**config.mk**
```make
export PLATFORM = sky130hd
export DESIGN_NAME = fir_filter_circular_flat
export DESIGN_NICKNAME = d
export VERILOG_FILES = /design/src/rtl/firc_pkg.sv /design/src/rtl/firc_ifs.sv /design/src/rtl/firc_ctrl.sv /design/src/rtl/firc_dp.sv /design/src/rtl/fir_filter_circular.sv /design/src/flat_wrapper.sv
export SDC_FILE = /design/constraint.sdc
export NUM_CORES = 2
export LEC_CHECK = 0
export BUFFER_PORTS_ARGS = -buffer_cell sky130_fd_sc_hd__buf_2
export CAP_MARGIN = 20
export CORE_UTILIZATION = 57
export CTS_CLUSTER_DIAMETER = 150
export DETAILED_ROUTE_END_ITERATION = 10
export PLACE_DENSITY = 0.8
export SLEW_MARGIN = 20
export SYNTH_ARGS = -nofsm -noshare
export SYNTH_HDL_FRONTEND = slang
export SYNTH_HIERARCHICAL = 1
export SYNTH_SLANG_ARGS = --single-unit
```
**constraint.sdc**
```tcl
create_clock -name clk -period 6.4 [get_ports clk]
set_input_delay 1.92 -clock clk [delete_from_list [all_inputs] [get_ports clk]]
set_output_delay 1.92 -clock clk [all_outputs]
set_load 0.01 [all_outputs]
```
**src/rtl/firc_pkg.sv**
```systemverilog
// Package with the constants, types and control structs of the FIR filter.
`default_nettype none

package firc_pkg;

  localparam int HISTORY_DEPTH = 64;
  localparam int MAX_TAPS      = 64;

  localparam int HIST_AW   = $clog2(HISTORY_DEPTH);
  localparam int COEF_AW   = $clog2(MAX_TAPS);
  localparam int TAP_W     = $clog2(MAX_TAPS + 1);
  localparam int CFG_W     = 7;
  localparam int SAMPLE_W  = 16;
  localparam int COEF_W    = 16;
  localparam int OUT_W     = 16;
  localparam int PROD_W    = SAMPLE_W + COEF_W;
  localparam int ACC_W     = PROD_W + COEF_AW;
  localparam int FRAC_BITS = 15;
  localparam int RES_W     = ACC_W + 1 - FRAC_BITS;

  localparam logic [ACC_W:0] ROUND_BIAS = (ACC_W + 1)'(1) << (FRAC_BITS - 1);

  typedef enum logic {
    OP_FILTER = 1'b0,
    OP_LOAD   = 1'b1
  } op_t;

  typedef enum logic [1:0] {
    ST_IDLE,
    ST_RUN,
    ST_DRAIN,
    ST_ROUND
  } state_t;

  typedef struct packed {
    logic               hist_we;
    logic [HIST_AW-1:0] wr_pos;
    logic               coef_we;
    logic               issue;
    logic [HIST_AW-1:0] hist_addr;
    logic [COEF_AW-1:0] coef_addr;
    logic               acc_clr;
    logic               finish;
  } firc_ctl_t;

  typedef struct packed {
    logic pipe_busy;
    logic out_free;
  } firc_sts_t;

endpackage

`default_nettype wire

```
**src/rtl/firc_ifs.sv**
```systemverilog
// Valid/ready channel interfaces for the input and result words of the FIR filter.
`default_nettype none

interface firc_in_if;
  import firc_pkg::*;

  logic                       valid;
  logic                       ready;
  logic                       opcode;
  logic signed [SAMPLE_W-1:0] sample_in;
  logic [COEF_AW-1:0]         coef_index;
  logic signed [COEF_W-1:0]   coef_value;

  modport source (output valid, output opcode, output sample_in, output coef_index,
                  output coef_value, input ready);
  modport sink (input valid, input opcode, input sample_in, input coef_index,
                input coef_value, output ready);
endinterface

interface firc_out_if;
  import firc_pkg::*;

  logic                    valid;
  logic                    ready;
  logic signed [OUT_W-1:0] filtered_out;
  logic                    saturated;

  modport source (output valid, output filtered_out, output saturated, input ready);
  modport sink (input valid, input filtered_out, input saturated, output ready);
endinterface

`default_nettype wire

```
**src/rtl/firc_ctrl.sv**
```systemverilog
// Sequencer that steps the shared multiply-accumulate unit over the taps.
`default_nettype none

module firc_ctrl (
  input  logic                   clk,
  input  logic                   rst_n,
  input  logic                   in_valid,
  input  logic                   in_opcode,
  output logic                   in_ready,
  input  logic                   cfg_we,
  input  logic [firc_pkg::CFG_W-1:0] cfg_wdata,
  input  firc_pkg::firc_sts_t    sts,
  output firc_pkg::firc_ctl_t    ctl
);
  import firc_pkg::*;

  state_t             state_r, state_nxt;
  logic [CFG_W-1:0]   tap_count_r;
  logic [TAP_W-1:0]   taps_r, taps_nxt;
  logic [TAP_W-1:0]   k_r, k_nxt;
  logic [HIST_AW-1:0] wp_r, wp_nxt;
  logic [HIST_AW-1:0] pos_r, pos_nxt;
  logic [TAP_W-1:0]   taps_sat;
  logic               accept;
  logic               sample_acc;
  logic               load_acc;

  assign accept     = in_valid && in_ready;
  assign sample_acc = accept && (op_t'(in_opcode) == OP_FILTER);
  assign load_acc   = accept && (op_t'(in_opcode) == OP_LOAD);
  assign taps_sat   = (tap_count_r > CFG_W'(MAX_TAPS)) ? TAP_W'(MAX_TAPS)
                                                       : TAP_W'(tap_count_r);

  always_comb begin
    state_nxt = state_r;
    case (state_r)
      ST_IDLE: begin
        if (sample_acc) begin
          state_nxt = (taps_sat == '0) ? ST_DRAIN : ST_RUN;
        end
      end
      ST_RUN: begin
        if (k_r == taps_r - TAP_W'(1)) begin
          state_nxt = ST_DRAIN;
        end
      end
      ST_DRAIN: begin
        if (!sts.pipe_busy) begin
          state_nxt = ST_ROUND;
        end
      end
      ST_ROUND: begin
        if (sts.out_free) begin
          state_nxt = ST_IDLE;
        end
      end
      default: state_nxt = ST_IDLE;
    endcase
  end

  always_comb begin
    taps_nxt = taps_r;
    k_nxt    = k_r;
    wp_nxt   = wp_r;
    pos_nxt  = pos_r;
    case (state_r)
      ST_IDLE: begin
        if (sample_acc) begin
          taps_nxt = taps_sat;
          k_nxt    = '0;
          pos_nxt  = wp_r;
          wp_nxt   = wp_r + HIST_AW'(1);
        end
      end
      ST_RUN: begin
        k_nxt = k_r + TAP_W'(1);
      end
      default: begin
        k_nxt = k_r;
      end
    endcase
  end

  always_comb begin
    in_ready      = (state_r == ST_IDLE);
    ctl.hist_we   = sample_acc;
    ctl.wr_pos    = wp_r;
    ctl.coef_we   = load_acc;
    ctl.issue     = (state_r == ST_RUN);
    ctl.hist_addr = pos_r - k_r[HIST_AW-1:0];
    ctl.coef_addr = k_r[COEF_AW-1:0];
    ctl.acc_clr   = sample_acc;
    ctl.finish    = (state_r == ST_ROUND);
  end

  always_ff @(posedge clk) begin
    if (!rst_n) begin
      state_r     <= ST_IDLE;
      tap_count_r <= CFG_W'(1);
      wp_r        <= '0;
    end else begin
      state_r <= state_nxt;
      wp_r    <= wp_nxt;
      if (cfg_we) begin
        tap_count_r <= cfg_wdata;
      end
    end
  end

  always_ff @(posedge clk) begin
    taps_r <= taps_nxt;
    k_r    <= k_nxt;
    pos_r  <= pos_nxt;
  end

endmodule

`default_nettype wire

```
**src/rtl/firc_dp.sv**
```systemverilog
// Datapath with the sample history, the coefficient store, the shared MAC and the output register.
`default_nettype none

module firc_dp (
  input  logic                               clk,
  input  logic                               rst_n,
  input  firc_pkg::firc_ctl_t                ctl,
  output firc_pkg::firc_sts_t                sts,
  input  logic signed [firc_pkg::SAMPLE_W-1:0] sample_in,
  input  logic [firc_pkg::COEF_AW-1:0]       coef_index,
  input  logic signed [firc_pkg::COEF_W-1:0] coef_value,
  input  logic                               out_ready,
  output logic                               out_valid,
  output logic signed [firc_pkg::OUT_W-1:0]  filtered_out,
  output logic                               saturated
);
  import firc_pkg::*;

  logic signed [SAMPLE_W-1:0] hist_mem [HISTORY_DEPTH];
  logic signed [COEF_W-1:0]   coef_mem [MAX_TAPS];
  logic [HISTORY_DEPTH-1:0]   hist_vld_r;

  logic signed [SAMPLE_W-1:0] rd_h_r;
  logic signed [COEF_W-1:0]   rd_c_r;
  logic                       rd_hv_r;
  logic                       rd_v_r;
  logic signed [SAMPLE_W-1:0] mul_a;
  logic signed [PROD_W-1:0]   prod_r;
  logic                       prod_v_r;
  logic signed [ACC_W-1:0]    acc_r;

  logic signed [ACC_W:0]      biased;
  logic signed [RES_W-1:0]    res;
  logic                       sat_hi;
  logic                       sat_lo;
  logic                       out_free;
  logic                       out_load;
  logic                       out_valid_r;
  logic signed [OUT_W-1:0]    filtered_out_r;
  logic                       saturated_r;

  always_ff @(posedge clk) begin
    if (ctl.hist_we) begin
      hist_mem[ctl.wr_pos] <= sample_in;
    end
    rd_h_r <= hist_mem[ctl.hist_addr];
  end

  always_ff @(posedge clk) begin
    if (ctl.coef_we) begin
      coef_mem[coef_index] <= coef_value;
    end
    rd_c_r <= coef_mem[ctl.coef_addr];
  end

  // Entries never written since reset read as zero.
  assign mul_a = rd_hv_r ? rd_h_r : '0;

  always_ff @(posedge clk) begin
    rd_hv_r <= hist_vld_r[ctl.hist_addr];
    prod_r  <= mul_a * rd_c_r;
    if (ctl.acc_clr) begin
      acc_r <= '0;
    end else if (prod_v_r) begin
      acc_r <= acc_r + ACC_W'(prod_r);
    end
  end

  always_ff @(posedge clk) begin
    if (!rst_n) begin
      hist_vld_r <= '0;
      rd_v_r     <= 1'b0;
      prod_v_r   <= 1'b0;
    end else begin
      rd_v_r   <= ctl.issue;
      prod_v_r <= rd_v_r;
      if (ctl.hist_we) begin
        hist_vld_r[ctl.wr_pos] <= 1'b1;
      end
    end
  end

  // Round half up, then clip to the signed output range.
  assign biased = $signed({acc_r[ACC_W-1], acc_r}) + $signed(ROUND_BIAS);
  assign res    = biased[ACC_W:FRAC_BITS];
  assign sat_hi = !res[RES_W-1] && (|res[RES_W-2:OUT_W-1]);
  assign sat_lo = res[RES_W-1] && !(&res[RES_W-2:OUT_W-1]);

  assign out_free = !out_valid_r || out_ready;
  assign out_load = ctl.finish && out_free;

  always_ff @(posedge clk) begin
    if (!rst_n) begin
      out_valid_r <= 1'b0;
    end else if (out_load) begin
      out_valid_r <= 1'b1;
    end else if (out_ready) begin
      out_valid_r <= 1'b0;
    end
  end

  always_ff @(posedge clk) begin
    if (out_load) begin
      saturated_r <= sat_hi || sat_lo;
      if (sat_hi) begin
        filtered_out_r <= {1'b0, {(OUT_W-1){1'b1}}};
      end else if (sat_lo) begin
        filtered_out_r <= {1'b1, {(OUT_W-1){1'b0}}};
      end else begin
        filtered_out_r <= res[OUT_W-1:0];
      end
    end
  end

  assign sts.pipe_busy = rd_v_r || prod_v_r;
  assign sts.out_free  = out_free;
  assign out_valid     = out_valid_r;
  assign filtered_out  = filtered_out_r;
  assign saturated     = saturated_r;

endmodule

`default_nettype wire

```
**src/rtl/fir_filter_circular.sv**
```systemverilog
// With t = min(tap_count, 64), a sample word is taken while the input is ready; its result turns
// valid once the rounded sum is loaded into the output register, and the input is ready again in
// that same cycle. Samples do not overlap: the single multiply-accumulate takes one tap per cycle
// over the t taps (none when t is 0), the read, multiply and rounding stages then finish, and a
// result still held by a stalled output adds its wait. A coefficient load word gives no result.
// Reset (rst_n low, synchronous) clears the history and write position and sets tap_count to 1.
`default_nettype none

module fir_filter_circular (
  input  logic                       clk,
  input  logic                       rst_n,
  firc_in_if.sink                    in_ch,
  firc_out_if.source                 out_ch,
  input  logic                       cfg_we,
  input  logic [firc_pkg::CFG_W-1:0] cfg_wdata
);
  import firc_pkg::*;

  firc_ctl_t ctl;
  firc_sts_t sts;

  firc_ctrl u_ctrl (
    .clk       (clk),
    .rst_n     (rst_n),
    .in_valid  (in_ch.valid),
    .in_opcode (in_ch.opcode),
    .in_ready  (in_ch.ready),
    .cfg_we    (cfg_we),
    .cfg_wdata (cfg_wdata),
    .sts       (sts),
    .ctl       (ctl)
  );

  firc_dp u_dp (
    .clk          (clk),
    .rst_n        (rst_n),
    .ctl          (ctl),
    .sts          (sts),
    .sample_in    (in_ch.sample_in),
    .coef_index   (in_ch.coef_index),
    .coef_value   (in_ch.coef_value),
    .out_ready    (out_ch.ready),
    .out_valid    (out_ch.valid),
    .filtered_out (out_ch.filtered_out),
    .saturated    (out_ch.saturated)
  );

endmodule

`default_nettype wire

```
**src/flat_wrapper.sv**
```systemverilog
// flat-port wrapper written by rule: the top's interface ports become plain ports
module fir_filter_circular_flat import firc_pkg::*;
  (clk, rst_n, cfg_we, cfg_wdata, in_ch_valid, in_ch_opcode, in_ch_sample_in, in_ch_coef_index, in_ch_coef_value, in_ch_ready, out_ch_valid, out_ch_filtered_out, out_ch_saturated, out_ch_ready);
  firc_in_if in_ch_i ();
  firc_out_if out_ch_i ();
  input  logic clk;
  input  logic rst_n;
  input  logic cfg_we;
  input  logic [firc_pkg::CFG_W-1:0] cfg_wdata;
  input wire logic [$bits(in_ch_i.valid)-1:0] in_ch_valid;
  input wire logic [$bits(in_ch_i.opcode)-1:0] in_ch_opcode;
  input wire logic [$bits(in_ch_i.sample_in)-1:0] in_ch_sample_in;
  input wire logic [$bits(in_ch_i.coef_index)-1:0] in_ch_coef_index;
  input wire logic [$bits(in_ch_i.coef_value)-1:0] in_ch_coef_value;
  output wire logic [$bits(in_ch_i.ready)-1:0] in_ch_ready;
  output wire logic [$bits(out_ch_i.valid)-1:0] out_ch_valid;
  output wire logic [$bits(out_ch_i.filtered_out)-1:0] out_ch_filtered_out;
  output wire logic [$bits(out_ch_i.saturated)-1:0] out_ch_saturated;
  input wire logic [$bits(out_ch_i.ready)-1:0] out_ch_ready;
  assign in_ch_i.valid = in_ch_valid;
  assign in_ch_i.opcode = in_ch_opcode;
  assign in_ch_i.sample_in = in_ch_sample_in;
  assign in_ch_i.coef_index = in_ch_coef_index;
  assign in_ch_i.coef_value = in_ch_coef_value;
  assign in_ch_ready = in_ch_i.ready;
  assign out_ch_valid = out_ch_i.valid;
  assign out_ch_filtered_out = out_ch_i.filtered_out;
  assign out_ch_saturated = out_ch_i.saturated;
  assign out_ch_i.ready = out_ch_ready;
  fir_filter_circular u_core (.clk(clk), .rst_n(rst_n), .in_ch(in_ch_i), .out_ch(out_ch_i), .cfg_we(cfg_we), .cfg_wdata(cfg_wdata));
endmodule
```
==> metrics.csv <==
metric,value,unit
placed cells,7371,
Final #Nets,5818,
main flop type after synthesis,edfxtp_1,
Place WS,-19.7,ps
Fillers,10600,
total track usage,28.9,%
pwr/cell area,380,mW/mm²
Worst Hold Class,register to register,
share of cells above drive strength 1,26.3,%
post-synthesis register bit count,2270,
antenna violations before repair,10,
number of global-route vias before repair,53400,
largest net degree at the start of global routing,112,
Clock Latency Late Sink,900,ps
Slew Limit Fails,0,
final critical-path required period,6160,ps
Post-synth ARST share,0,%
H-tree levels,4,
global-route wire length before repair,360,mm
RD Place Congestion,0.903,
clk slew on worst S/H paths,60,ps
hpwl dp,135,mm
"Area growth, synth to finish",12.1,%
CP required,7110,ps
Via density,6.58,
sequential cell area,0.0663,mm²
maximum VDD drop,0.437,mV
# rows,151,
slew at the pin closest to its max-slew limit,1150,ps
fin area,0.110,mm²
Ys Warns,6,
Final Hold Viols,0,
total grt overflow,0,
LEAKAGE,0.0378,µW
Die Area,0.173,mm²
Root Buffer,clkbuf_16,
Max-Cap Viols,0,
register area share after synthesis,67.8,%
Worst setup SP type,register,
multi-input logic area,0.0295,mm²
WL/cell,31.8,µm
total routed wirelength,247,mm
syn nets,5535,
CTS Sinks,2270,
Initial Util,57.6,%
final core utilization,64.6,%
DP Area,0.102,mm²
Core Footprint,0.170,mm²
Synth Instances,5088,
Initial DRT Pass Iterations,6,
post-route DRC violation count,0,
Synth Cell Area,0.0978,mm²
number of synthesized flops with an enable pin,2085,
FF-to-FF setup slack,240,ps
Final Cycle Share,96.3,%
top-area cell type share of the netlist area,64.0,%
"area leader, netlist",edfxtp_1,
Mean Syn Cell Area,19.2,µm²
final worst slack,238,ps
Netlist cell types,78,
Rel. slew slack,23.0,%
CP Class,register to register,
"non-filler cells, final",7776,
outcome,finished clean,
cts hold-fix bufs,0,
1st-iter DRT viols,6887,
CTS Buf Count,212,
io pins,70,
top post-synthesis cells by area,"edfxtp_1 (64%), mux4_2 (16%), fa_1 (5.4%)",
"Setup violations, final",0,
"Max FO, Critical Path",24,
detailed-route via count,51200,
Post-DRT Antenna Nets,0,
Port Buffers,69,
CP arrival,6870,ps
Max Root-Sink Buffers,3,
Die X,416,µm
PnR Total Power,41700,µW
crit path capture type,register,
fmax,0.162,GHz
skew final,92.5,ps
CTS tree,built,
die height,416,µm
==> state kept, by name, summed over array words and instances, names as in the netlist, 2 cells and up <==
name / flops
u_core/u_dp/coef_mem: 1024
u_core/u_dp/hist_vld_r: 64
u_core/u_dp/hist_mem: 1024
u_core/u_ctrl/k_r: 7
u_core/u_dp/rd_c_r: 16
u_core/u_dp/filtered_out: 16
u_core/u_ctrl/tap_count_r: 7
u_core/u_dp/rd_h_r: 16
u_core/u_dp/acc_r: 38
u_core/u_ctrl/pos_r: 6
u_core/u_ctrl/state_r: 2
u_core/u_ctrl/taps_r: 7
u_core/u_dp/prod_r: 32
u_core/u_ctrl/wp_r: 6
==> critical path: stages (launching register included) <==
cell and delay (ps):
dfxtp_4 380, buf_12 160, and3_1 160, fa_1 550
inv_1 60, fa_1 540, inv_1 60, fa_1 590
fa_1 470, fa_1 500, inv_1 60, fa_1 470
inv_1 40, ha_1 280, a21o_1 180, a21o_1 170
a21o_1 170, a21o_1 180, a21oi_2 140, o21ai_1 80
nor3_2 210, o211ai_1 150, a31oi_1 190, o21bai_1 90
xor2_1 140
==> placed cells by master, fill, tap and decap left out, types with 12 or more instances in the layout <==
master / n
o21a_1: 70
xnor2_1: 71
clkinv_1: 32
and2_1: 23
nand4_1: 12
nand3b_1: 14
nor2b_1: 20
nor2_1: 163
mux2i_1: 33
bufinv_16: 26
ha_1: 131
a21oi_1: 58
fa_1: 263
nor2_2: 63
o21ai_0: 46
and3_1: 132
nand2_1: 180
buf_2: 40
edfxtp_1: 2085
clkbuf_1: 31
xor2_1: 30
inv_1: 349
mux4_2: 693
buf_4: 264
clkbuf_8: 20
clkbuf_16: 213
clkinv_2: 40
clkinvlp_4: 14
dfxtp_1: 183
nand3_1: 30
a21o_1: 33
==> cells in the mapped netlist, types with 3 or more instances <==
master	instances
edfxtp_1	2085
mux4_2	693
inv_1	351
fa_1	264
nor2_1	230
dfxtp_1	185
nand2_1	180
clkbuf_1	173
and3_1	132
ha_1	132
xnor2_1	75
o21a_1	70
a21oi_1	63
buf_1	51
o21ai_0	48
a21o_1	33
mux2i_1	33
nand3_1	30
xor2_1	30
and2_1	26
nor2b_1	20
nand3b_1	14
buf_2	12
nand4_1	12
nor3_1	12
nand2b_1	11
o21bai_1	11
buf_4	10
or3_1	8
a211oi_1	7
o211ai_1	7
a31oi_1	6
nor4_1	5
o22ai_1	5
a21boi_0	3
nand4b_1	3
or2_2	3
or3b_2	3
==> area by class of cell <==
cell class	count	share of cell area [%]
Inverter	351	1.22
Multi-Input combinational cell	2220	26.9
Antenna cell	4	0.00913
Timing Repair Buffer	316	2.19
Clock buffer	264	5.22
Tap cell	2218	2.53
Sequential cell	2270	60.5
Clock inverter	133	1.48
==> report_power, final <==
group / switching (µW) / internal, µW / leakage, µW / total (µW)
logic: 6350 / 5060 / 0.0139 / 11400
clock network: 5710 / 7460 / 0.00356 / 13200
registers: 445 / 16600 / 0.0203 / 17100
==> worst paths after layout <==
kind	from	endpoint	cells past startpoint
max	u_core/u_dp/rd_hv_r	u_core/u_dp/prod_r[30]	24
min reg2reg	u_core/u_dp/hist_vld_r[38]	u_core/u_dp/hist_vld_r[38]	1
max reg2reg	u_core/u_dp/rd_hv_r	u_core/u_dp/prod_r[30]	24
min	u_core/u_dp/hist_vld_r[38]	u_core/u_dp/hist_vld_r[38]	1
==> what timing repair did <==
action | in CTS | in global routing
setup endpoints to repair | 2 | 10
gates cloned | 0 | 0
gates resized for setup | 1 | 27
pin swaps | 0 | 12
buffers inserted | 0 | 4
endpoints found under the hold margin | 0 | 0
==> metal layers <==
| layer | vias to the layer above | track usage [%] | wire, µm |
|---|---|---|---|
| met2 | 3541 | 47.0 | 121000 |
| met1 | 26400 | 37.5 | 84900 |
| li1 | 20500 | - | - |
| met3 | 717 | 6.96 | 28800 |
| met5 | - | 0 | 115 |
| met4 | 14 | 12.6 | 12000 |
==> through the flow <==
stage	hold slack [ps]	TNS, ps
2_1_floorplan	421	0
3_3_place_gp	428	0
3_5_place_dp	445	-19.7
4_1_cts	462	0
5_1_grt	482	-24.7
6_report	460	0
==> cells by family (layout without fill, tap and decap cells) <==
group / after synthesis / count (layout) / share of synthesized area [%]
fa+ha+maj: 397 / 397 / 7.10
mux: 727 / 727 / 16.3
flops: 2270 / 2270 / 67.8
xor+xnor: 105 / 105 / 0.941
compound gates: 285 / 285 / 1.97
buf+inv: 598 / 1064 / 2.36
simple gates: 706 / 706 / 3.49
other cells: 0 / 4 / 0
Power figures use the tool's default switching activity.
